### config.mk
export PLATFORM = sky130hd
export DESIGN_NAME = vr_queue
export DESIGN_NICKNAME = d
export VERILOG_FILES = /design/src/rtl/vr_pkg.sv /design/src/rtl/vr_queue.sv
export SDC_FILE = /design/constraint.sdc
export NUM_CORES = 1
export LEC_CHECK = 0
export ABC_CLOCK_PERIOD_IN_PS = 21300
export BUFFER_PORTS_ARGS = -buffer_cell sky130_fd_sc_hd__buf_2
export CORE_MARGIN = 2
export CORE_UTILIZATION = 60
export CTS_CLUSTER_SIZE = 28
export DETAILED_ROUTE_END_ITERATION = 10
export PLACE_DENSITY = 0.89
export SYNTH_ARGS = -nofsm -noshare
export SYNTH_HDL_FRONTEND = slang
export SYNTH_SLANG_ARGS = --single-unit
### constraint.sdc
create_clock -name clk -period 21.3 [get_ports clk]
set_input_delay 1.065 -clock clk [delete_from_list [all_inputs] [get_ports clk]]
set_output_delay 1.065 -clock clk [all_outputs]
set_load 0.02 [all_outputs]
### src/rtl/vr_pkg.sv
// Shared types and constants for the vector refraction block.
// Used by vr_front, vr_queue, vr_back and the top level; no dependencies.
package vr_pkg;

  localparam int Q_DEPTH = 4;
  localparam int Q_AW    = $clog2(Q_DEPTH);

  // Word handed from the front part to the back part through the queue
  typedef struct packed {
    logic             tir;
    logic             aneg;
    logic [39:0]      amag;
    logic [33:0]      c;
    logic [31:0]      b;
    logic [2:0][31:0] d;
    logic [2:0]       nneg;
    logic [2:0][31:0] nm;
  } qent_t;

endpackage

### src/rtl/vr_queue.sv
// Short queue between the front and back parts of the refraction block.
// Depends on vr_pkg (qent_t, Q_DEPTH, Q_AW).
module vr_queue (
  input  logic           clk,
  input  logic           rst_n,
  input  logic           push,
  input  vr_pkg::qent_t  push_data,
  input  logic           pop,
  output logic           full,
  output logic           empty,
  output vr_pkg::qent_t  head
);

  vr_pkg::qent_t         mem_r [0:vr_pkg::Q_DEPTH-1];
  logic [vr_pkg::Q_AW-1:0] wp_r;
  logic [vr_pkg::Q_AW-1:0] rp_r;
  logic [vr_pkg::Q_AW:0]   cnt_r;
  logic [vr_pkg::Q_AW:0]   cnt_nxt;

  assign full  = (cnt_r == (vr_pkg::Q_AW+1)'(vr_pkg::Q_DEPTH));
  assign empty = (cnt_r == '0);
  assign head  = mem_r[rp_r];

  always_comb begin
    cnt_nxt = cnt_r;
    if (push && !pop) cnt_nxt = cnt_r + 1'b1;
    if (pop && !push) cnt_nxt = cnt_r - 1'b1;
  end

  always_ff @(posedge clk) begin
    if (push) mem_r[wp_r] <= push_data;
  end

  always_ff @(posedge clk) begin
    if (!rst_n) begin
      wp_r  <= '0;
      rp_r  <= '0;
      cnt_r <= '0;
    end else begin
      if (push) wp_r <= wp_r + 1'b1;
      if (pop)  rp_r <= rp_r + 1'b1;
      cnt_r <= cnt_nxt;
    end
  end

endmodule

==> results.py <==
metrics = {
    "outcome": {
        "outcome": "complete, no violations",
    },
    "setup_path": {
        "worst-path-max-fanout": 58,
        "critical_path_required_ns": 20.24,
        "crit-reg2reg-launch": "wp_r[0]$_SDFFE_PN0P_",
        "worst_setup_path_end_kind": "output pin",
        "worstSetupPathType": "reg2out",
        "timing.critical_path.from_type": "flip-flop",
        "worst_ep_arrival_time_ns": 5.34,
    },
    "sta": {
        "max_slew.worst_pin.slew_ns": 1.23,
        "clock_skew_ns": 0.0246,
        "slew_violations": 0,
        "achievable-frequency_mhz": 156,
        "report.final.hold_viol_count": 0,
        "rsz0062_at_grt": "no",
        "setup-violations-final": 0,
        "fin_tns_setup_ns": 0,
        "finalCritPeriodShare_pct": 30.1,
        "worst_slack_ns": 14.89,
        "min_period_ns": 6.41,
        "slew_headroom_pct": 18.1,
    },
    "route": {
        "firstDrtPassIters": 5,
        "routed_via_density": 6.23,
        "drt_iter0_markers": 2173,
        "route.vias.total": 21200,
        "antenna_violating_nets_post_route": 0,
        "drt_drc_violations_left": 0,
        "wl_per_cell_um": 30.9,
        "drt_wl_total_um": 105000,
    },
    "logic_synthesis": {
        "syn_area_um2": 44700,
        "synth.area.top_cells": "sky130_fd_sc_hd__edfxtp_1, sky130_fd_sc_hd__mux4_1, sky130_fd_sc_hd__mux4_2",
        "synthesis.yosys.warnings": 0,
        "post_synth_inst_count": 1629,
        "yosysTopAreaCell": "sky130_fd_sc_hd__edfxtp_1",
        "synthesis.nets": 1942,
        "register_area_share_after_synthesis_pct": 81.7,
        "top_cell_type_s_share_of_synthesized_area_pct": 81.3,
        "synth-seq-cells": 1221,
        "unique_cell_type_count_in_the_yosys_netlist": 22,
        "avgSynthCellArea_um2": 27.5,
    },
    "cts": {
        "insertion_delay_ns": 0.67,
        "post_cts.repair.setup_buffers": 0,
        "clock_tree.root_cell": "sky130_fd_sc_hd__clkbuf_16",
        "tritoncts": "built",
        "cts_made_buffers": 111,
        "cts_htree_levels": 3,
        "post_cts_hold_buffer_count": 0,
        "clock_path_buffers": 3,
        "clk_pin_slew_worst_paths_ns": 0.07,
        "cts_resized": 0,
        "clock-sinks": 1221,
    },
    "place": {
        "placement.io_buffers": 611,
        "gp_congestion": 0.787,
        "placement.setup.worst_slack_ns": 15.57,
        "detailed_place_hpwl_um": 60300,
    },
    "global_route": {
        "grt_max_degree": 83,
        "globalRoute.totalOverflow": 0,
        "antenna_found_initial": 44,
        "grt_first_pass_wirelength_um": 153000,
        "first_global_vias": 22500,
        "groute.usage.overall_pct": 27.5,
    },
    "power": {
        "leakagePower_nw": 17.8,
        "peakVddDrop_mv": 0.137,
        "fin_total_pwr_mw": 5.35,
        "power.density_nw_per_um2": 102,
    },
    "floorplan": {
        "initial_core_util_pct": 60.4,
        "die-height_um": 277,
        "num_io_pins": 612,
        "dieWidth_um": 277,
        "core-area_um2": 74100,
        "die_area_um2": 76800,
        "row_count": 100,
    },
    "cells_and_area": {
        "drive_above_1_share_pct": 40.1,
        "final_core_utilization_pct": 70.7,
        "area.growth.synth_to_final_pct": 17.1,
        "nets": 2622,
    },
    "worst_hold_path": {
        "worstHoldPathType": "reg2reg",
        "worstHoldStart": "wp_r[1]$_SDFFE_PN0P_",
    },
    "flow_run": {
        "timing.max_cap.violations": 0,
    },
}
through the flow:
step	hold WS (ns)	cell area, um2	instances
5_1_grt	0.582	52400	3403
4_1_cts	0.567	52300	3370
6_report	0.592	52400	3409
3_5_place_dp	0.536	48700	3165
2_1_floorplan	0.473	44700	1629
3_3_place_gp	0.484	48700	3165
final timing paths:
path                                  to  slack [ns]  cells after the start
hold / removal      wp_r[1]$_SDFFE_PN0P_        0.59                      2
hold reg to reg     wp_r[1]$_SDFFE_PN0P_        0.59                      2
setup / recovery               head[284]       14.89                      5
setup reg to reg  mem_r[1][78]$_DFFE_PP_       17.60                      4
synthesized netlist by cell type:
library cell and count:
sky130_fd_sc_hd__a21boi_0 1, sky130_fd_sc_hd__and2_1 10, sky130_fd_sc_hd__and3_1 1, sky130_fd_sc_hd__buf_2 32, sky130_fd_sc_hd__buf_6 28, sky130_fd_sc_hd__buf_8 3
sky130_fd_sc_hd__clkbuf_1 5, sky130_fd_sc_hd__dfxtp_1 9, sky130_fd_sc_hd__edfxtp_1 1212, sky130_fd_sc_hd__fa_1 1, sky130_fd_sc_hd__ha_1 5, sky130_fd_sc_hd__inv_1 6
sky130_fd_sc_hd__mux2i_1 1, sky130_fd_sc_hd__mux4_1 142, sky130_fd_sc_hd__mux4_2 161, sky130_fd_sc_hd__nand2_1 2, sky130_fd_sc_hd__nor2b_1 1, sky130_fd_sc_hd__nor3_1 1
sky130_fd_sc_hd__o21ai_0 2, sky130_fd_sc_hd__or3_1 1, sky130_fd_sc_hd__xnor2_1 2, sky130_fd_sc_hd__xor2_1 3
sequential cells by signal (all words and copies together) (netlist names), named ones only:
signal,flops
cnt_r,3
wp_r,2
rp_r,2
mem_r,1212
kinds of logic after synthesis:
logic type / Yosys count / synth area share (%)
mux: 304 / 16.5
fa+ha+maj: 6 / 0.185
buf+inv: 74 / 1.26
xor+xnor: 5 / 0.0979
compound gates: 3 / 0.0392
simple gates: 16 / 0.210
flops: 1221 / 81.7
layer usage:
metal  GRT usage, %  routed length, um  vias up
li1               -                  -     8644
met1           33.0              35700    11100
met2           48.1              56700     1258
met3           5.76               8140      242
met4           12.5               4550       18
met5              0                124        -
placed cells by master, fill, tap and decap left out, types with 2 or more instances in the layout:
cell and instances:
sky130_fd_sc_hd__and2_1 6, sky130_fd_sc_hd__and2_4 4, sky130_fd_sc_hd__buf_2 611, sky130_fd_sc_hd__buf_4 24
sky130_fd_sc_hd__bufinv_16 12, sky130_fd_sc_hd__clkbuf_1 21, sky130_fd_sc_hd__clkbuf_16 112, sky130_fd_sc_hd__clkinv_1 23
sky130_fd_sc_hd__clkinv_16 2, sky130_fd_sc_hd__clkinv_2 24, sky130_fd_sc_hd__clkinvlp_4 6, sky130_fd_sc_hd__dfxtp_1 7
sky130_fd_sc_hd__dfxtp_4 2, sky130_fd_sc_hd__diode_2 39, sky130_fd_sc_hd__edfxtp_1 1212, sky130_fd_sc_hd__ha_1 5
sky130_fd_sc_hd__inv_1 6, sky130_fd_sc_hd__inv_6 2, sky130_fd_sc_hd__mux4_1 142, sky130_fd_sc_hd__mux4_2 161
sky130_fd_sc_hd__nand2_1 2, sky130_fd_sc_hd__o21ai_0 2, sky130_fd_sc_hd__xnor2_1 2, sky130_fd_sc_hd__xor2_1 3
final cells by class:
type	instances	area, um2
fillers	4084	21700
flip-flops and latches	1221	36600
diodes	39	97.6
multi-input cells	334	7610
clock buffers	133	2880
clock inverters	72	734
inverters	6	22.5
repair buffers	635	3240
well taps	969	1210
critical path, stage by stage (launching register included):
cell,delay [ns]
sky130_fd_sc_hd__dfxtp_4,0.79
sky130_fd_sc_hd__buf_4,0.94
sky130_fd_sc_hd__buf_4,0.95
sky130_fd_sc_hd__buf_4,0.89
sky130_fd_sc_hd__mux4_1,0.72
sky130_fd_sc_hd__buf_2,0.20
power breakdown:
part	total [mW]	switching (mW)	leakage, nW	internal [mW]
Sequential	2.81	0.0420	11.2	2.76
Combinational	0.568	0.358	4.82	0.211
Clock	1.97	0.859	1.76	1.11
Power figures use the tool's default switching activity.
